--- config.mk ---
export PLATFORM = sky130hd
export DESIGN_NAME = relay_pending_command_tracker_flat
export DESIGN_NICKNAME = d
export VERILOG_FILES = /design/src/rtl/core/rpct_pkg.sv /design/src/rtl/core/rpct_if.sv /design/src/rtl/core/rpct_ctrl.sv /design/src/rtl/core/rpct_dp.sv /design/src/rtl/core/relay_pending_command_tracker.sv /design/src/flat_wrapper.sv
export VERILOG_INCLUDE_DIRS = /design/src /design/src/rtl/core
export SDC_FILE = /design/constraint.sdc
export NUM_CORES = 1
export LEC_CHECK = 0
export BUFFER_PORTS_ARGS = -buffer_cell sky130_fd_sc_hd__buf_2
export CORE_AREA = 3 3 233 327
export DETAILED_ROUTE_END_ITERATION = 16
export DIE_AREA = 0 0 236 330
export PLACE_DENSITY_LB_ADDON = 0.2
export SYNTH_ARGS = -nofsm -noshare
export SYNTH_HDL_FRONTEND = slang
export SYNTH_SLANG_ARGS = --single-unit
--- constraint.sdc ---
create_clock -name clk_i -period 8.9 [get_ports clk_i]
set_input_delay 0.89 -clock clk_i [delete_from_list [all_inputs] [get_ports clk_i]]
set_output_delay 0.89 -clock clk_i [all_outputs]
set_load 0.1 [all_outputs]
--- src/rtl/core/assert_macros.svh ---
// ----------------------------------------------------------------------------
// Assertion macros
// Shared concurrent assertion forms, clocked on clk_i and disabled in reset.
// ----------------------------------------------------------------------------
`ifndef ASSERT_MACROS_SVH
`define ASSERT_MACROS_SVH

// same-cycle implication
`define RPCT_ASSERT_IMPL(lbl, ante, cons, msg) \
  lbl: assert property (@(posedge clk_i) disable iff (!rst_ni) (ante) |-> (cons)) \
    else $error(msg);

// next-cycle implication
`define RPCT_ASSERT_NEXT(lbl, ante, cons, msg) \
  lbl: assert property (@(posedge clk_i) disable iff (!rst_ni) (ante) |=> (cons)) \
    else $error(msg);

`endif

--- src/rtl/core/rpct_pkg.sv ---
// ----------------------------------------------------------------------------
// rpct_pkg
// Types, widths and codes of the relay pending command tracker.
// ----------------------------------------------------------------------------
package rpct_pkg;

  localparam int TableDepth = 8;
  localparam int IdBits     = 16;
  localparam int PtrW       = (TableDepth > 1) ? $clog2(TableDepth) : 1;
  localparam int CntW       = $clog2(TableDepth + 1);

  localparam int ActW    = 3;
  localparam int CmdIdW  = 16;
  localparam int DurW    = 31;
  localparam int TimeW   = 48;
  localparam int MarginW = 16;
  localparam int RemW    = 32;
  localparam int CfgIdxW = 1;
  localparam int CfgDatW = 16;

  localparam logic [MarginW-1:0] MarginReset = 16'd3000;

  // input action codes
  typedef enum logic [ActW-1:0] {
    ACT_TIMED   = 3'd0,
    ACT_DEFAULT = 3'd1,
    ACT_SUCCESS = 3'd2,
    ACT_FAILURE = 3'd3,
    ACT_POLL    = 3'd4
  } action_e;

  // configuration register indexes
  typedef enum logic [CfgIdxW-1:0] {
    CFG_MARGIN   = 1'b0,
    CFG_POWER_ON = 1'b1
  } cfg_idx_e;

  typedef struct packed {
    logic              timed;
    logic              state;
    logic [IdBits-1:0] id;
    logic [DurW-1:0]   duration;
  } entry_t;

  // controller to datapath
  typedef struct packed {
    logic load;
    logic scan;
    logic append;
    logic apply;
    logic sum;
    logic finish;
  } dp_cmd_t;

  // datapath to controller
  typedef struct packed {
    logic            scan_done;
    logic [CntW-1:0] count;
  } dp_sts_t;

endpackage

--- src/rtl/core/rpct_if.sv ---
// ----------------------------------------------------------------------------
// rpct interfaces
// Valid/ready channels for command items, result items and register writes.
// ----------------------------------------------------------------------------
interface rpct_item_if;
  import rpct_pkg::*;
  logic               valid;
  logic               ready;
  logic [ActW-1:0]    action;
  logic [CmdIdW-1:0]  command_id;
  logic               wanted_state;
  logic [DurW-1:0]    duration_ms;
  logic [TimeW-1:0]   now_ms;

  modport source (output valid, action, command_id, wanted_state, duration_ms, now_ms,
                  input ready);
  modport sink   (input valid, action, command_id, wanted_state, duration_ms, now_ms,
                  output ready);
endinterface

interface rpct_result_if;
  import rpct_pkg::*;
  logic                   valid;
  logic                   ready;
  logic                   relay_on;
  logic                   shown_request;
  logic signed [RemW-1:0] remaining_ms;
  logic                   matched;
  logic                   queue_full;

  modport source (output valid, relay_on, shown_request, remaining_ms, matched, queue_full,
                  input ready);
  modport sink   (input valid, relay_on, shown_request, remaining_ms, matched, queue_full,
                  output ready);
endinterface

interface rpct_cfg_if;
  import rpct_pkg::*;
  logic               valid;
  logic               ready;
  logic [CfgIdxW-1:0] index;
  logic [CfgDatW-1:0] data;

  modport source (output valid, index, data, input ready);
  modport sink   (input valid, index, data, output ready);
endinterface

--- src/rtl/core/rpct_ctrl.sv ---
// ----------------------------------------------------------------------------
// rpct_ctrl
// Sequencer: accept, table scan, append, apply, end-time sum, result load.
// ----------------------------------------------------------------------------
module rpct_ctrl (
  input  logic              clk_i,
  input  logic              rst_ni,
  input  logic              in_valid_i,
  output logic              in_ready_o,
  output logic              out_valid_o,
  input  logic              out_ready_i,
  input  rpct_pkg::dp_sts_t sts_i,
  output rpct_pkg::dp_cmd_t cmd_o
);
  import rpct_pkg::*;

  typedef enum logic [5:0] {
    S_IDLE   = 6'b000001,
    S_SCAN   = 6'b000010,
    S_APPEND = 6'b000100,
    S_APPLY  = 6'b001000,
    S_SUM    = 6'b010000,
    S_FINISH = 6'b100000
  } state_e;

  state_e state_q, state_d;
  logic   out_valid_q, out_valid_d;
  logic   out_free;

  assign out_free   = !out_valid_q || out_ready_i;
  assign in_ready_o = (state_q == S_IDLE);

  // next state and commands
  always_comb begin
    state_d = state_q;
    cmd_o   = '0;
    case (state_q)
      S_IDLE: begin
        if (in_valid_i) begin
          cmd_o.load = 1'b1;
          state_d    = S_SCAN;
        end
      end
      S_SCAN: begin
        cmd_o.scan = 1'b1;
        if (sts_i.scan_done) state_d = S_APPEND;
      end
      S_APPEND: begin
        cmd_o.append = 1'b1;
        state_d      = S_APPLY;
      end
      S_APPLY: begin
        cmd_o.apply = 1'b1;
        state_d     = S_SUM;
      end
      S_SUM: begin
        cmd_o.sum = 1'b1;
        state_d   = S_FINISH;
      end
      S_FINISH: begin
        if (out_free) begin
          cmd_o.finish = 1'b1;
          state_d      = S_IDLE;
        end
      end
      default: state_d = S_IDLE;
    endcase
  end

  // output valid flag
  always_comb begin
    out_valid_d = out_valid_q;
    if (cmd_o.finish) out_valid_d = 1'b1;
    else if (out_ready_i) out_valid_d = 1'b0;
  end

  always_ff @(posedge clk_i or negedge rst_ni) begin
    if (!rst_ni) begin
      state_q     <= S_IDLE;
      out_valid_q <= 1'b0;
    end else begin
      state_q     <= state_d;
      out_valid_q <= out_valid_d;
    end
  end

  assign out_valid_o = out_valid_q;

endmodule

--- src/rtl/core/rpct_dp.sv ---
// ----------------------------------------------------------------------------
// rpct_dp
// Pending table with in-place compaction, override timer and result register.
// ----------------------------------------------------------------------------
module rpct_dp (
  input  logic                            clk_i,
  input  logic                            rst_ni,
  input  rpct_pkg::dp_cmd_t               cmd_i,
  output rpct_pkg::dp_sts_t               sts_o,
  input  logic [rpct_pkg::ActW-1:0]       action_i,
  input  logic [rpct_pkg::CmdIdW-1:0]     command_id_i,
  input  logic                            wanted_state_i,
  input  logic [rpct_pkg::DurW-1:0]       duration_ms_i,
  input  logic [rpct_pkg::TimeW-1:0]      now_ms_i,
  input  logic                            cfg_we_i,
  input  logic [rpct_pkg::CfgIdxW-1:0]    cfg_index_i,
  input  logic [rpct_pkg::CfgDatW-1:0]    cfg_data_i,
  output logic                            relay_on_o,
  output logic                            shown_request_o,
  output logic signed [rpct_pkg::RemW-1:0] remaining_ms_o,
  output logic                            matched_o,
  output logic                            queue_full_o
);
  import rpct_pkg::*;

  // table and scan pointers
  entry_t          tab_q [TableDepth];
  logic [CntW-1:0] count_q, rd_q, wr_q;

  // latched item
  action_e           act_q;
  logic [IdBits-1:0] id_q;
  logic              want_q;
  logic [DurW-1:0]   dur_q;
  logic [TimeW-1:0]  now_q;

  // per-item flags
  logic   hit_q, matched_q, full_q, shown_vld_q, shown_st_q;
  entry_t hit_ent_q;

  // registers and override state
  logic [MarginW-1:0]     margin_q;
  logic                   default_q;
  logic                   ovr_state_q;
  logic signed [RemW-1:0] ovr_len_q;
  logic [TimeW-1:0]       ovr_start_q;
  logic [TimeW:0]         end_q;
  logic                   len_pos_q;

  // result register
  logic                   res_relay_q, res_shown_q, res_matched_q, res_full_q;
  logic signed [RemW-1:0] res_rem_q;

  logic            scan_done, is_queue, id_eq, drop, keep_step, tab_full;
  entry_t          cur, new_ent;
  logic [TimeW+1:0] diff;
  logic            diff_neg, relay;
  logic [RemW-1:0] rem;

  assign scan_done = (rd_q == count_q);
  assign cur       = tab_q[rd_q[PtrW-1:0]];
  assign id_eq     = (cur.id == id_q);
  assign is_queue  = (act_q == ACT_TIMED) || (act_q == ACT_DEFAULT);
  assign drop      = id_eq && (((act_q == ACT_SUCCESS) && !hit_q) || (act_q == ACT_FAILURE));
  assign keep_step = cmd_i.scan && !scan_done && !drop;
  assign tab_full  = (wr_q >= CntW'(TableDepth));

  assign new_ent.timed    = (act_q == ACT_TIMED);
  assign new_ent.state    = want_q;
  assign new_ent.id       = id_q;
  assign new_ent.duration = (act_q == ACT_TIMED) ? dur_q : '0;

  assign sts_o.scan_done = scan_done;
  assign sts_o.count     = count_q;

  // table storage, compacted as the scan goes
  always_ff @(posedge clk_i) begin
    if (keep_step) begin
      tab_q[wr_q[PtrW-1:0]] <= cur;
    end else if (cmd_i.append && is_queue && !tab_full) begin
      tab_q[wr_q[PtrW-1:0]] <= new_ent;
    end
  end

  // item latch
  always_ff @(posedge clk_i) begin
    if (cmd_i.load) begin
      act_q  <= action_e'(action_i);
      id_q   <= command_id_i[IdBits-1:0];
      want_q <= wanted_state_i;
      dur_q  <= duration_ms_i;
      now_q  <= now_ms_i;
    end
    if (cmd_i.scan && !scan_done && drop && (act_q == ACT_SUCCESS)) hit_ent_q <= cur;
  end

  // scan, append and flag control
  always_ff @(posedge clk_i or negedge rst_ni) begin
    if (!rst_ni) begin
      count_q     <= '0;
      rd_q        <= '0;
      wr_q        <= '0;
      hit_q       <= 1'b0;
      matched_q   <= 1'b0;
      full_q      <= 1'b0;
      shown_vld_q <= 1'b0;
      shown_st_q  <= 1'b0;
    end else if (cmd_i.load) begin
      rd_q        <= '0;
      wr_q        <= '0;
      hit_q       <= 1'b0;
      matched_q   <= 1'b0;
      full_q      <= 1'b0;
      shown_vld_q <= 1'b0;
    end else if (cmd_i.scan && !scan_done) begin
      rd_q <= rd_q + 1'b1;
      if (drop) begin
        matched_q <= 1'b1;
        if (act_q == ACT_SUCCESS) hit_q <= 1'b1;
      end else begin
        wr_q <= wr_q + 1'b1;
        if (cur.timed) begin
          shown_vld_q <= 1'b1;
          shown_st_q  <= cur.state;
        end
      end
    end else if (cmd_i.append) begin
      if (is_queue && tab_full) begin
        full_q  <= 1'b1;
        count_q <= wr_q;
      end else if (is_queue) begin
        count_q <= wr_q + 1'b1;
        if (new_ent.timed) begin
          shown_vld_q <= 1'b1;
          shown_st_q  <= want_q;
        end
      end else begin
        count_q <= wr_q;
      end
    end
  end

  // override state, default state and configuration
  always_ff @(posedge clk_i or negedge rst_ni) begin
    if (!rst_ni) begin
      margin_q    <= MarginReset;
      default_q   <= 1'b0;
      ovr_state_q <= 1'b0;
      ovr_len_q   <= '0;
      ovr_start_q <= '0;
    end else begin
      if (cfg_we_i && (cfg_index_i == CFG_MARGIN)) margin_q <= cfg_data_i[MarginW-1:0];
      if (cfg_we_i && (cfg_index_i == CFG_POWER_ON)) default_q <= cfg_data_i[0];
      if (cmd_i.apply && hit_q) begin
        if (hit_ent_q.timed) begin
          ovr_start_q <= now_q;
          ovr_state_q <= hit_ent_q.state;
          ovr_len_q   <= $signed({1'b0, hit_ent_q.duration}) -
                         $signed({{(RemW-MarginW){1'b0}}, margin_q});
        end else begin
          default_q <= hit_ent_q.state;
        end
      end
    end
  end

  // override end time
  always_ff @(posedge clk_i) begin
    if (cmd_i.sum) begin
      end_q     <= {1'b0, ovr_start_q} + {{(TimeW+1-DurW){1'b0}}, ovr_len_q[DurW-1:0]};
      len_pos_q <= !ovr_len_q[RemW-1] && (ovr_len_q != '0);
    end
  end

  // time left, clamped
  always_comb begin
    diff     = {1'b0, end_q} - {2'b0, now_q};
    diff_neg = diff[TimeW+1];
    relay    = (len_pos_q && !diff_neg) ? ovr_state_q : default_q;
    if (!len_pos_q) begin
      rem = '1;
    end else if (diff_neg) begin
      rem = '0;
    end else if (diff[TimeW:RemW-1] != '0) begin
      rem = {1'b0, {(RemW-1){1'b1}}};
    end else begin
      rem = {1'b0, diff[RemW-2:0]};
    end
  end

  // result register
  always_ff @(posedge clk_i) begin
    if (cmd_i.finish) begin
      res_relay_q   <= relay;
      res_shown_q   <= shown_vld_q ? shown_st_q : relay;
      res_rem_q     <= $signed(rem);
      res_matched_q <= matched_q;
      res_full_q    <= full_q;
    end
  end

  assign relay_on_o      = res_relay_q;
  assign shown_request_o = res_shown_q;
  assign remaining_ms_o  = res_rem_q;
  assign matched_o       = res_matched_q;
  assign queue_full_o    = res_full_q;

endmodule

--- src/rtl/core/relay_pending_command_tracker.sv ---
// ----------------------------------------------------------------------------
// relay_pending_command_tracker
// Ordered table of relay commands awaiting acknowledgement, with timed override.
// ----------------------------------------------------------------------------
//  channel  | dir | contents
//  in_i     | in  | action, command_id, wanted_state, duration_ms, now_ms
//  out_o    | out | relay_on, shown_request, remaining_ms, matched, queue_full
//  cfg_i    | in  | index (0 margin, 1 power-on state), data
//
//  A transaction is loaded, then the table scan moves one entry per cycle,
//  then append, apply, end-time sum and result load follow in that order.
//  Reset empties the table, loads margin 3000 and default state 0 at once.
//  A result waits in the output register while the next transaction is taken;
//  the block stalls only at the result load while that register is still full.
//  Register writes are taken every cycle.
`include "assert_macros.svh"

module relay_pending_command_tracker (
  input logic            clk_i,
  input logic            rst_ni,
  rpct_item_if.sink      in_i,
  rpct_result_if.source  out_o,
  rpct_cfg_if.sink       cfg_i
);
  import rpct_pkg::*;

  dp_cmd_t cmd;
  dp_sts_t sts;

  assign cfg_i.ready = 1'b1;

  // sequencer
  rpct_ctrl u_ctrl (
    .clk_i       (clk_i),
    .rst_ni      (rst_ni),
    .in_valid_i  (in_i.valid),
    .in_ready_o  (in_i.ready),
    .out_valid_o (out_o.valid),
    .out_ready_i (out_o.ready),
    .sts_i       (sts),
    .cmd_o       (cmd)
  );

  // table and timer datapath
  rpct_dp u_dp (
    .clk_i           (clk_i),
    .rst_ni          (rst_ni),
    .cmd_i           (cmd),
    .sts_o           (sts),
    .action_i        (in_i.action),
    .command_id_i    (in_i.command_id),
    .wanted_state_i  (in_i.wanted_state),
    .duration_ms_i   (in_i.duration_ms),
    .now_ms_i        (in_i.now_ms),
    .cfg_we_i        (cfg_i.valid),
    .cfg_index_i     (cfg_i.index),
    .cfg_data_i      (cfg_i.data),
    .relay_on_o      (out_o.relay_on),
    .shown_request_o (out_o.shown_request),
    .remaining_ms_o  (out_o.remaining_ms),
    .matched_o       (out_o.matched),
    .queue_full_o    (out_o.queue_full)
  );

  // table never holds more than its depth
  `RPCT_ASSERT_IMPL(a_count_bound, 1'b1, sts.count <= CntW'(TableDepth), "count overflow")
  // an accepted transaction keeps the input closed in the next cycle
  `RPCT_ASSERT_NEXT(a_busy_after_load, in_i.valid && in_i.ready, !in_i.ready, "ready too early")
  // a negative time left is only the no-override code
  `RPCT_ASSERT_IMPL(a_rem_code, out_o.valid && out_o.remaining_ms[RemW-1],
                    out_o.remaining_ms == '1, "bad negative remaining")

endmodule

--- src/flat_wrapper.sv ---
// flat-port wrapper written by rule: the top's interface ports become plain ports
module relay_pending_command_tracker_flat import rpct_pkg::*;
  (clk_i, rst_ni, in_i_valid, in_i_action, in_i_command_id, in_i_wanted_state, in_i_duration_ms, in_i_now_ms, in_i_ready, out_o_valid, out_o_relay_on, out_o_shown_request, out_o_remaining_ms, out_o_matched, out_o_queue_full, out_o_ready, cfg_i_valid, cfg_i_index, cfg_i_data, cfg_i_ready);
  rpct_item_if in_i_i ();
  rpct_result_if out_o_i ();
  rpct_cfg_if cfg_i_i ();
  input logic clk_i;
  input logic rst_ni;
  input wire logic [$bits(in_i_i.valid)-1:0] in_i_valid;
  input wire logic [$bits(in_i_i.action)-1:0] in_i_action;
  input wire logic [$bits(in_i_i.command_id)-1:0] in_i_command_id;
  input wire logic [$bits(in_i_i.wanted_state)-1:0] in_i_wanted_state;
  input wire logic [$bits(in_i_i.duration_ms)-1:0] in_i_duration_ms;
  input wire logic [$bits(in_i_i.now_ms)-1:0] in_i_now_ms;
  output wire logic [$bits(in_i_i.ready)-1:0] in_i_ready;
  output wire logic [$bits(out_o_i.valid)-1:0] out_o_valid;
  output wire logic [$bits(out_o_i.relay_on)-1:0] out_o_relay_on;
  output wire logic [$bits(out_o_i.shown_request)-1:0] out_o_shown_request;
  output wire logic [$bits(out_o_i.remaining_ms)-1:0] out_o_remaining_ms;
  output wire logic [$bits(out_o_i.matched)-1:0] out_o_matched;
  output wire logic [$bits(out_o_i.queue_full)-1:0] out_o_queue_full;
  input wire logic [$bits(out_o_i.ready)-1:0] out_o_ready;
  input wire logic [$bits(cfg_i_i.valid)-1:0] cfg_i_valid;
  input wire logic [$bits(cfg_i_i.index)-1:0] cfg_i_index;
  input wire logic [$bits(cfg_i_i.data)-1:0] cfg_i_data;
  output wire logic [$bits(cfg_i_i.ready)-1:0] cfg_i_ready;
  assign in_i_i.valid = in_i_valid;
  assign in_i_i.action = in_i_action;
  assign in_i_i.command_id = in_i_command_id;
  assign in_i_i.wanted_state = in_i_wanted_state;
  assign in_i_i.duration_ms = in_i_duration_ms;
  assign in_i_i.now_ms = in_i_now_ms;
  assign in_i_ready = in_i_i.ready;
  assign out_o_valid = out_o_i.valid;
  assign out_o_relay_on = out_o_i.relay_on;
  assign out_o_shown_request = out_o_i.shown_request;
  assign out_o_remaining_ms = out_o_i.remaining_ms;
  assign out_o_matched = out_o_i.matched;
  assign out_o_queue_full = out_o_i.queue_full;
  assign out_o_i.ready = out_o_ready;
  assign cfg_i_i.valid = cfg_i_valid;
  assign cfg_i_i.index = cfg_i_index;
  assign cfg_i_i.data = cfg_i_data;
  assign cfg_i_ready = cfg_i_i.ready;
  relay_pending_command_tracker u_core (.clk_i(clk_i), .rst_ni(rst_ni), .in_i(in_i_i), .out_o(out_o_i), .cfg_i(cfg_i_i));
endmodule
# ---- Word-level counts from Yosys, hierarchy flattened
# Memories as Yosys holds them, arrays and structs flattened.
# Cells that the tools add are included.
dict set report op_classes {
  n_addsub 5
  order_cmp 1
  n_eq_ne 22
  muxes 61
  bitwise_logic 4
  n_reduce_logical 48
}
# cell n
set op_table {}
lappend op_table {{31-bit two-way mux} 3}
lappend op_table {{49-bit by 48-bit subtractor with 50-bit output} 1}
lappend op_table {{48-bit by 31-bit adder with 49-bit output} 1}
lappend op_table {{49-bit two-way mux} 1}
lappend op_table {{1-bit two-way mux} 46}
lappend op_table {{6-bit case mux with 6 select lines} 1}
lappend op_table {{32-bit nonzero test} 1}
lappend op_table {{31-bit by 16-bit subtractor with 32-bit output} 1}
lappend op_table {{4-bit two-way mux} 7}
lappend op_table {{6-bit two-way mux} 3}
lappend op_table {{18-bit nonzero test} 1}
lappend op_table {{2-bit nonzero test} 9}
lappend op_table {{16-bit == test} 1}
lappend op_table {{1-bit logical AND} 14}
lappend op_table {{2-bit inequality test, second input constant} 6}
lappend op_table {{3-bit AND reduction} 4}
lappend op_table {{3-bit by 2-bit inequality test with 1-bit output, second input constant} 3}
lappend op_table {{3-bit nonzero test} 3}
lappend op_table {{4-bit by 1-bit adder with 4-bit output, second input constant} 2}
lappend op_table {{1-bit zero test} 7}
lappend op_table {{7-bit AND reduction} 1}
lappend op_table {{3-bit by 2-bit == test with 1-bit output, second input constant} 2}
lappend op_table {{6-bit by 1-bit == test with 1-bit output, second input constant} 1}
lappend op_table {{6-bit by 2-bit == test with 1-bit output, second input constant} 1}
lappend op_table {{14 further kinds} 21}
dict set report totals {
  regBits 340
  mem_bits_rw 392
  input_bits 121
  out_inout_bits 39
  wordCells 172
  mem_count 1
}
# memory words word_bits rd rd_clocked_by_memory_dff write_ports line
set mem_list {}
lappend mem_list {u_core.u_dp.tab_q 8 49 1 0 1 rpct_dp.sv:27} ;# entry_t tab_q [TableDepth];

# ---- Longest topological paths before layout
# Gate-level depths: netlist (run 1).
dict set report logic_depth {
  depth_word 9
  depth_mapped 16
  ltp_nobuf 15
}

# ---- Modules after synthesis
# Synthesis (run 1) repeated with hierarchy kept, for this count alone.
dict set report hier_totals {
  hier_cells 2410
  area_unflattened_um2 33304.4
}
# module n_inst cells_per_inst area_each_um2 seq_area_each_um2
set by_module_without_submodules {}
lappend by_module_without_submodules {rpct_dp 1 2366 32864.0 21204.1}
lappend by_module_without_submodules {rpct_ctrl 1 42 429.2 176.4}
lappend by_module_without_submodules {relay_pending_command_tracker 1 2 11.3 0.0}

# ---- Least setup slack after synthesis (run 1)
# Ideal clock, no wire load.
dict set report synth_path {
  path_type {register -> register}
  startpoint {register u_core.u_dp.rd_q[1]}
  endpoint {memory u_core.u_dp.tab_q[0][0] (netlist bit), enable pin}
  setup_time_ps 577
  arrival_ps 6954
  required_time_ps 8323
  slack_ps 1369
  path_stages_with_launch 13
  synth_period_minus_slack_ps 7531
  path_cell_list {dfrtp_1 -> clkbuf_1 -> clkbuf_1 -> mux4_2 -> mux2i_1 -> xnor2_1 -> nor4_1 -> nand3_1 -> nor3_1 -> nand2b_1 -> inv_1 -> a21oi_2 -> nor4_1}
}
dict set report synth_via {
  elab_chain_cells 8
  word_cells_on_any_way 13
}
# element line
set synth_lines {}
lappend synth_lines {{from (decl)} rpct_dp.sv:28} ;# logic [CntW-1:0] count_q, rd_q, wr_q;
lappend synth_lines {{from (signal assigned)} rpct_dp.sv:116} ;# rd_q <= rd_q + 1'b1;
lappend synth_lines {{memory 8 x 49 bit} --}
lappend synth_lines {{16-bit == test} rpct_dp.sv:62} ;# assign id_eq = (cur.id == id_q);
lappend synth_lines {{1-bit logical AND} rpct_dp.sv:64} ;# assign drop = id_eq && (((act_q == ACT_SUCCESS) && !hit_q) || (act_q == ACT_FAILURE));
lappend synth_lines {{1-bit zero test} rpct_dp.sv:65} ;# assign keep_step = cmd_i.scan && !scan_done && !drop;
lappend synth_lines {{1-bit logical AND *} rpct_dp.sv:65}
lappend synth_lines {{1-bit two-way mux} rpct_dp.sv:78} ;# if (keep_step) begin
lappend synth_lines {{1-bit two-way mux (on tied branches)} {rpct_dp.sv:79, rpct_dp.sv:81}}
lappend synth_lines {{1-bit bitwise OR (no line) *} --}
lappend synth_lines {{to (decl)} rpct_dp.sv:27}
# Mark *: on every way between the ends. The rest lies on a longest branch, timed or not.

# ---- Final worst setup path (run 1)
dict set report layout_path {
  startpoint {register u_core.u_dp.rd_q[0]}
  endpoint {memory u_core.u_dp.tab_q[6][12] (netlist bit), enable pin}
}
# The elaborated chain is that of the path after synthesis.

==> results of run 1 <==
==> kinds of logic (layout without fill, tap and decap cells) <==
logic type	after synthesis	in the layout
XOR/XNOR	130	130
AND/OR/NAND/NOR	535	535
flip-flops	732	732
buffers and inverters	196	423
multiplexers	163	163
adder cells (fa/ha/maj)	101	101
other	1	1
AO/OA/AOI/OAI	485	485
==> cells in the final DEF, fill, tap and decap left out, drive strengths merged, types with 23 or more instances in the layout <==
master    n
a21o     31
a21oi   145
buf     180
clkbuf  103
dfrtp   114
edfxtp  610
ha       98
inv     109
mux2     43
mux4     98
nand2   245
nand3    23
nor2    109
nor3     37
nor4     24
o21a     26
o21ai   185
xnor2    75
xor2     55
==> path summary, 6_finish.rpt <==
check,startpoint,end,slack [ps],cells past startpoint
max,u_core.u_dp.rd_q[0],u_core.u_dp.tab_q[6][12],3870,12
min,rst_ni,u_core.u_dp.ovr_start_q[33],100,1
max reg2reg,u_core.u_dp.rd_q[0],u_core.u_dp.tab_q[6][12],3870,12
min reg2reg,u_core.u_dp.matched_q,u_core.u_dp.matched_o,440,0
max in group asynchronous,rst_ni,u_core.u_dp.ovr_start_q[26],7060,3
min in group clk_i,in_i_valid,u_core.u_ctrl.state_q[0],440,2
==> per-layer routing <==
metal | vias to the layer above | GRT usage (%)
met4 | 0 | 6.02
met1 | 9569 | 22.3
met5 | - | 0
met2 | 396 | 33.6
li1 | 9163 | -
met3 | 116 | 2.54
==> worst register-to-register path, stage by stage, from the launching register on <==
cell and delay, ps:
dfrtp_4 1080, mux4_2 630, mux2i_1 250, xnor2_1 100, nor4_1 540, nand3_1 190, nor3_1 440, nand2b_1 240
inv_1 120, a21oi_2 360, nand2b_1 250, nor3_2 50, buf_4 380
==> metrics by stage <==
step | cell area (µm²) | worst slack [ps] | std cells | power (mW)
floorplan | 33000 | 1370 | 2343 | 5.28
global placement | 34900 | 3860 | 3391 | 5.66
detailed placement | 34900 | 3820 | 3391 | 5.70
CTS | 37300 | 3770 | 3530 | 8.90
global route | 37300 | 3390 | 3530 | 9.16
finish | 37300 | 3870 | 3530 | 8.76
==> area by class of cell <==
class                      count  area, µm²
fill                        6252      36300
sequential                   732      21400
multi-input combinational   1415      10900
clock buffer                 103       2100
tap                          960       1200
timing repair buffer         180        958
inverter                     104        393
clock inverter                36        389
==> sequential cells by signal (all words and copies together), names as in the netlist, 4 cells and up <==
| signal | count |
|---|---|
| u_core.u_dp.tab_q | 392 |
| u_core.u_dp.end_q | 49 |
| u_core.u_dp.now_q | 48 |
| u_core.u_dp.ovr_start_q | 48 |
| u_core.u_dp.hit_ent_q | 33 |
| u_core.u_dp.ovr_len_q | 32 |
| u_core.u_dp.remaining_ms_o | 32 |
| u_core.u_dp.dur_q | 31 |
| u_core.u_dp.id_q | 16 |
| u_core.u_dp.margin_q | 16 |
| u_core.u_ctrl.state_q | 6 |
| u_core.u_dp.count_q | 4 |
| u_core.u_dp.rd_q | 4 |
| u_core.u_dp.wr_q | 4 |
==> power by group <==
part           total, mW  switching (mW)  internal, mW
sequential          4.25           0.144          4.11
combinational       1.35           0.828         0.522
clock               3.16            1.29          1.87
total               8.76            2.27          6.50
==> results.cfg, run 1 <==
[timing]
period_share_pct = 56.5
tns_ps = 0
fmax_ghz = 0.199
worst_pin_slew_ps = 1090
rsz0062_at_grt = false
timing.slew.headroom_pct = 27.1
final_hold_viol_count = 0
min_period_ps = 5030
final.setup_skew_ps = 25.1
hold_ws_ps = 96.5
setup_violations = 0
slew_violations = 0

[setup_path]
startpoint_type = flop
worst_ep_required_time_ps = 9160
slowest_delay_ps = 1080
arrival_ps = 5290
cp_max_fo = 50
critical_path.endpoint_type = flop
crit_type = reg -> reg
cp_top_family = simple AND/OR/NAND/NOR gates
path_buf_inv = 2
worstPathCellList = mux4_2 > mux2i_1 > xnor2_1 > nor4_1 > nand3_1 > nor3_1 > nand2b_1 > inv_1 > a21oi_2 > nand2b_1 > nor3_2 > buf_4
crit_slowest_cell = dfrtp_4
crit_top_cell = nand2b_1

[place]
gp_congestion = 0.886
dp_hpwl_mm = 47.4
numPortBuffers = 158

[global_route]
antenna_found_initial = 1
grt_pass1_vias = 20200
grtUsageTotal_pct = 18.3
grt_max_degree = 107
grt_pass1_wl_mm = 112
grt-ovfl-total = 0

[floorplan]
core_region_area_um2 = 73700
die_height_um = 330
die_width_um = 236
rows = 118
io_pins = 160
die-area_um2 = 77900
start_util_pct = 44.8

[route]
drtIter0Drc = 1341
vias = 19200
viasPerCell = 5.45
top_layer = met4
drc = 0
wl_mm = 71.3
wl_per_cell_um = 20.2
drt-met1-wl_mm = 29.2
detail-route-antenna-nets = 0
wl_met3_mm = 2.67
dr.pass1.iters = 4
met2_wirelength_mm = 37.4

[synth]
ys.flop_type = edfxtp_1
synth.cell_area_um2 = 33000
synth-seq-cells = 732
synth_top_area_cell = edfxtp_1
avgSynthCellArea_um2 = 14.1
async_flop_share_pct = 16.7
synth.most_common_cell = edfxtp_1
yosysWarnings = 0
synth_nets = 2565
synth.area.mux_share_pct = 8.82
synth-xor-area-share_pct = 3.45
yosysTopAreaCellShare_pct = 55.5
synth_compound_area_share_pct = 9.27
ys_types = 83
synth-edff-count = 610
synth_adder_area_share_pct = 3.90
synthTopCellsByArea = edfxtp_1 (55%), dfrtp_1 (8.6%), mux4_2 (6.7%), ha_1 (3.7%), nand2_1 (2.8%)
synth_top_family_by_area = compound AO/OA/AOI/OAI gates
synthSimpleGateAreaFrac_pct = 7.39
synthCells = 2343
synth_seq_area_share_pct = 64.8
ys_top_cells_by_count = edfxtp_1 (610), nand2_1 (245), o21ai_0 (178), dfrtp_1 (114)

[status]
outcome = complete, no violations

[layout]
final_core_util_pct = 50.7
n_antenna_cell = 0
drive_above_1_share_pct = 20.0
area_delta_synth_final_pct = 13.1
finish.net_count = 2731

[worst_hold_path]
hold_class = in -> async

[job]
maxCapViolCount = 0

[cts]
hold_buffers = 0
cts_max_path_buffers = 3
clkSinkCount = 732
clk_pin_slew_ps = 70
clock_latency_ps = 630
cts_tree = done
cts_setup_buffers = 0
cts-resized-gates = 0
cts-buffers-inserted = 76
ctsHtreeMaxLevel = 3
root_buffer = clkbuf_16

[pwr]
power_density_nw_per_um2 = 235
p_leak_nw = 13.8
peakVddDrop_mv = 0.144
No activity file was read; power rests on OpenSTA's default activity.
==> run 2: changes to the inputs <==
==> constraint.sdc (replaced) <==
create_clock -name clk_i -period 4.4 [get_ports clk_i]
set_input_delay 0.44 -clock clk_i [delete_from_list [all_inputs] [get_ports clk_i]]
set_output_delay 0.44 -clock clk_i [all_outputs]
set_load 0.1 [all_outputs]
==> results.cfg, run 2 (synthesized netlist as in run 1, its figures left out) <==
[cts]
ctsHtreeMaxLevel = 3
cts_tree = done
cts_setup_buffers = 0
cts-buffers-inserted = 72
clkSinkCount = 732
root_buffer = clkbuf_16
clk_pin_slew_ps = 70
clock_latency_ps = 620
cts_max_path_buffers = 3

[route]
detail-route-antenna-nets = 0
wl_per_cell_um = 20.2
vias = 19700
dr.pass1.iters = 5
drc = 0
wl_mm = 73.8
drtIter0Drc = 1232
viasPerCell = 5.39

[layout]
n_antenna_cell = 0
drive_above_1_share_pct = 20.3
num-fill-cells = 6072
regArea_um2 = 21400
multiInputGateArea_um2 = 11000
most-common-layout-cells = edfxtp_1 (610), nand2_1 (244), o21ai_0 (178)
final_area_um2 = 38800
final_core_util_pct = 52.6
area_delta_synth_final_pct = 17.5
mostFrequentLayoutCell = edfxtp_1
finish.net_count = 2854
largest_register_ff_count = 392
stdcell_count = 3651

[timing]
hold_ws_ps = 32.2
final.setup_skew_ps = 23.3
setup_violations = 0
timing.slew.headroom_pct = 23.9
rsz0062_at_grt = false
min_period_ps = 4180
setup_ws_ps = 224
fmax_ghz = 0.239
final_hold_viol_count = 0
slew_violations = 0
worst_pin_slew_ps = 1140
period_share_pct = 94.9

[setup_path]
r2r_end = u_core.u_dp.end_q[42]
reg2regPathDepth = 14
crit_type = reg -> reg
worst_ep_required_time_ps = 4760
rrSetupSlack_ps = 220
cp_max_fo = 10
worstPathCellList = ha_1 > inv_1 > fa_1 > nor2b_1 > o31a_1 > or4_1 > a21oi_1 > a211oi_1 > o21ai_1 > o22a_1 > a2111oi_2 > o21a_2 > o21ai_0 > mux2_2
slowest_delay_ps = 550
startpoint_type = flop
crit_slowest_cell = a211oi_1
arrival_ps = 4540
reg2reg_from = u_core.u_dp.ovr_len_q[0]
endpoint = u_core.u_dp.end_q[42]
critical_path.endpoint_type = flop
crit_path_start = u_core.u_dp.ovr_len_q[0]

[global_route]
grt_max_degree = 84
grt-ovfl-total = 0
grt_pass1_wl_mm = 115
antenna_found_initial = 1
grt_pass1_vias = 20400
grtUsageTotal_pct = 18.9

[place]
gp_congestion = 0.851
placed_area_um2 = 35300
numPortBuffers = 158
place_ws_ps = 124
dp_hpwl_mm = 49.9
dp_cells = 3416

[pwr]
p_int_mw = 13.1
peakVddDrop_mv = 0.282
p_leak_nw = 14.4
clockPowerShare_pct = 35.1
p_seq_share_pct = 48.0
switching_power_mw = 4.58
power.share.combinational_pct = 16.9
power_density_nw_per_um2 = 456
swShare_pct = 25.9

[worst_hold_path]
hold_class = in -> reg

[status]
outcome = complete, no violations

[floorplan]
rows = 118
die_height_um = 330
die_width_um = 236
start_util_pct = 44.8
io_pins = 160
die-area_um2 = 77900
core_region_area_um2 = 73700

[job]
maxCapViolCount = 0
==> run 2: worst min path at each step <==
stage                                from                   endpoint  cells after the start
floorplan                          rst_ni  u_core.u_ctrl.out_valid_o                      0
global placement    u_core.u_dp.matched_q      u_core.u_dp.matched_o                      0
detailed placement  u_core.u_dp.matched_q      u_core.u_dp.matched_o                      0
CTS                        in_i_now_ms[9]       u_core.u_dp.now_q[9]                      1
global route               in_i_now_ms[9]       u_core.u_dp.now_q[9]                      1
finish                     in_i_now_ms[9]       u_core.u_dp.now_q[9]                      1
==> run 2: cell type report <==
class	count	share of cell area, %
inverters	104	1.01
repair buffers	307	6.14
multi-input cells	1415	28.4
clock inverters	41	1.20
well taps	960	3.10
flip-flops and latches	732	55.2
clock buffers	92	5.00
==> run 2: per-stage QoR <==
stage	power, mW	setup TNS [ps]
finish	17.7	0
global route	18.5	0
CTS	17.9	0
detailed placement	11.6	0
global placement	11.5	0
floorplan	10.7	-233480
==> run 2: critical path: cells and delay by family, from the launching register on <==
family	cells	cell delay, ps
and+or+nand+nor	2	340
DFF	1	390
muxes	1	290
adders and majority gates	2	630
buffers and inverters	1	60
AOI/OAI and AO/OA	8	2220
==> run 2: per-layer routing <==
metal / track usage (%) / up-vias / routed length, µm
met3: 2.56 / 98 / 2410
met1: 23.2 / 9833 / 30700
met2: 34.5 / 351 / 38800
li1: - / 9407 / -
met4: 6.30 / 0 / 1980
met5: 0 / - / 0
==> run 2: timing repair <==
item | 4_1_cts | 5_1_grt
hold buffers | 102 | 0
resized for setup | 0 | 3
hold endpoints to repair | 148 | 0
endpoints found under the setup margin | 0 | 31
==> run 2: power groups by stage <==
stage / Sequential [mW] / Clock [mW] / Combinational [mW]
after detailed placement: 8.63 / 0 / 2.98
after CTS: 8.49 / 6.39 / 3.06
final: 8.48 / 6.21 / 3.00
after global placement: 8.62 / 0 / 2.91
after global routing: 8.51 / 6.67 / 3.32
after floorplan: 8.54 / 0 / 2.13
==> run 3: changes to the inputs <==
--- a/config.mk
+++ b/config.mk
@@ -10,7 +10,7 @@
 export CORE_AREA = 3 3 233 327
 export DETAILED_ROUTE_END_ITERATION = 16
 export DIE_AREA = 0 0 236 330
-export PLACE_DENSITY_LB_ADDON = 0.2
+export PLACE_DENSITY = 0.72
 export SYNTH_ARGS = -nofsm -noshare
 export SYNTH_HDL_FRONTEND = slang
 export SYNTH_SLANG_ARGS = --single-unit
==> results.cfg, run 3 (synthesized netlist as in run 1, its figures left out) <==
[status]
outcome = complete, no violations

[place]
numPortBuffers = 158
placed_area_um2 = 35300
place_ws_ps = 231
gp_congestion = 0.866
dp_cells = 3412
dp_hpwl_mm = 49.4

[layout]
most-common-layout-cells = edfxtp_1 (610), nand2_1 (244), o21ai_0 (178)
stdcell_count = 3637
largest_register_ff_count = 392
final_core_util_pct = 52.3
finish.net_count = 2844
mostFrequentLayoutCell = edfxtp_1
final_area_um2 = 38500
area_delta_synth_final_pct = 16.7
drive_above_1_share_pct = 19.9
n_antenna_cell = 0

[floorplan]
core_region_area_um2 = 73700
die_width_um = 236
start_util_pct = 44.8
die_height_um = 330
io_pins = 160
rows = 118
die-area_um2 = 77900

[timing]
final.setup_skew_ps = 23.2
setup_violations = 0
hold_ws_ps = 32.1
rsz0062_at_grt = false
period_share_pct = 93.1
slew_violations = 0
timing.slew.headroom_pct = 21.8
fmax_ghz = 0.244
tns_ps = 0
setup_ws_ps = 304
worst_pin_slew_ps = 1170
final_hold_viol_count = 0
min_period_ps = 4100

[job]
maxCapViolCount = 0

[cts]
ctsHtreeMaxLevel = 3
cts_max_path_buffers = 3
clock_latency_ps = 610
cts_setup_buffers = 0
root_buffer = clkbuf_16
cts-buffers-inserted = 71
clkSinkCount = 732
cts_tree = done
clk_pin_slew_ps = 60

[setup_path]
reg2reg_from = u_core.u_dp.rd_q[0]
endpoint = u_core.u_dp.tab_q[4][16]
crit_path_start = u_core.u_dp.rd_q[0]
arrival_ps = 4390
cp_max_fo = 28
rrSetupSlack_ps = 300
reg2regPathDepth = 13
crit_type = reg -> reg
worst_ep_required_time_ps = 4690
r2r_end = u_core.u_dp.tab_q[4][16]
critical_path.endpoint_type = flop
startpoint_type = flop

[route]
wl_per_cell_um = 20.4
vias = 20100
viasPerCell = 5.52
wl_mm = 74.3
dr.pass1.iters = 5
drtIter0Drc = 1709
detail-route-antenna-nets = 0
drc = 0

[global_route]
grt-ovfl-total = 0
grt_pass1_wl_mm = 116
grtUsageTotal_pct = 19.1
grt_pass1_vias = 20700
grt_max_degree = 131
antenna_found_initial = 1

[pwr]
peakVddDrop_mv = 0.323
p_leak_nw = 14.3
power_density_nw_per_um2 = 453
finalPower_mw = 17.5

[worst_hold_path]
hold_class = in -> reg
## run 3: final cells by class
type,count,area [µm²]
tap,960,1200
multi-input combinational,1415,11000
sequential,732,21400
clock inverter,38,325
clock buffer,90,1940
inverter,104,393
timing repair buffer,298,2260
fill,5962,35200
## run 3: report_power, final
| part | leakage [nW] | internal, mW | switching [mW] |
|---|---|---|---|
| clock network | 1.12 | 3.42 | 2.53 |
| logic | 5.86 | 1.17 | 1.82 |
| registers | 7.29 | 8.31 | 0.203 |
## run 3: worst max-delay path: stages (launching register included)
cell and delay (ps):
dfrtp_4 520, buf_4 260, mux4_2 510, mux2i_1 280, xnor2_1 170, nor4_1 100
nand3_1 110, nor3_1 90, nand2b_1 160, inv_1 140, a21oi_2 50, nand2b_1 220
nor3_4 810, buf_12 320
## run 3: how the worst min path moves through the flow
stage	startpoint	slack [ps]	cells past startpoint	to
finish	in_i_action[2]	30	1	u_core.u_dp.act_q[2]
global route	in_i_action[2]	9	1	u_core.u_dp.act_q[2]
CTS	cfg_i_data[10]	0.4	3	u_core.u_dp.margin_q[10]
detailed placement	u_core.u_dp.matched_q	440	0	u_core.u_dp.matched_o
global placement	u_core.u_dp.matched_q	440	0	u_core.u_dp.matched_o
floorplan	rst_ni	140	0	u_core.u_ctrl.out_valid_o
## run 3: timing repair
| item | CTS | global route |
|---|---|---|
| hold buffers | 97 | 0 |
| hold endpoints to repair | 177 | 0 |
| setup endpoints to repair | 0 | 2 |
| gates resized for setup | 0 | 3 |
## run 3: metal layers
metal | vias to the layer above | routed length (µm) | GRT usage, %
met5 | - | 0 | 0
met4 | 0 | 2780 | 7.98
met3 | 152 | 3000 | 2.61
met2 | 496 | 38700 | 34.3
met1 | 10000 | 29800 | 23.2
li1 | 9380 | - | -
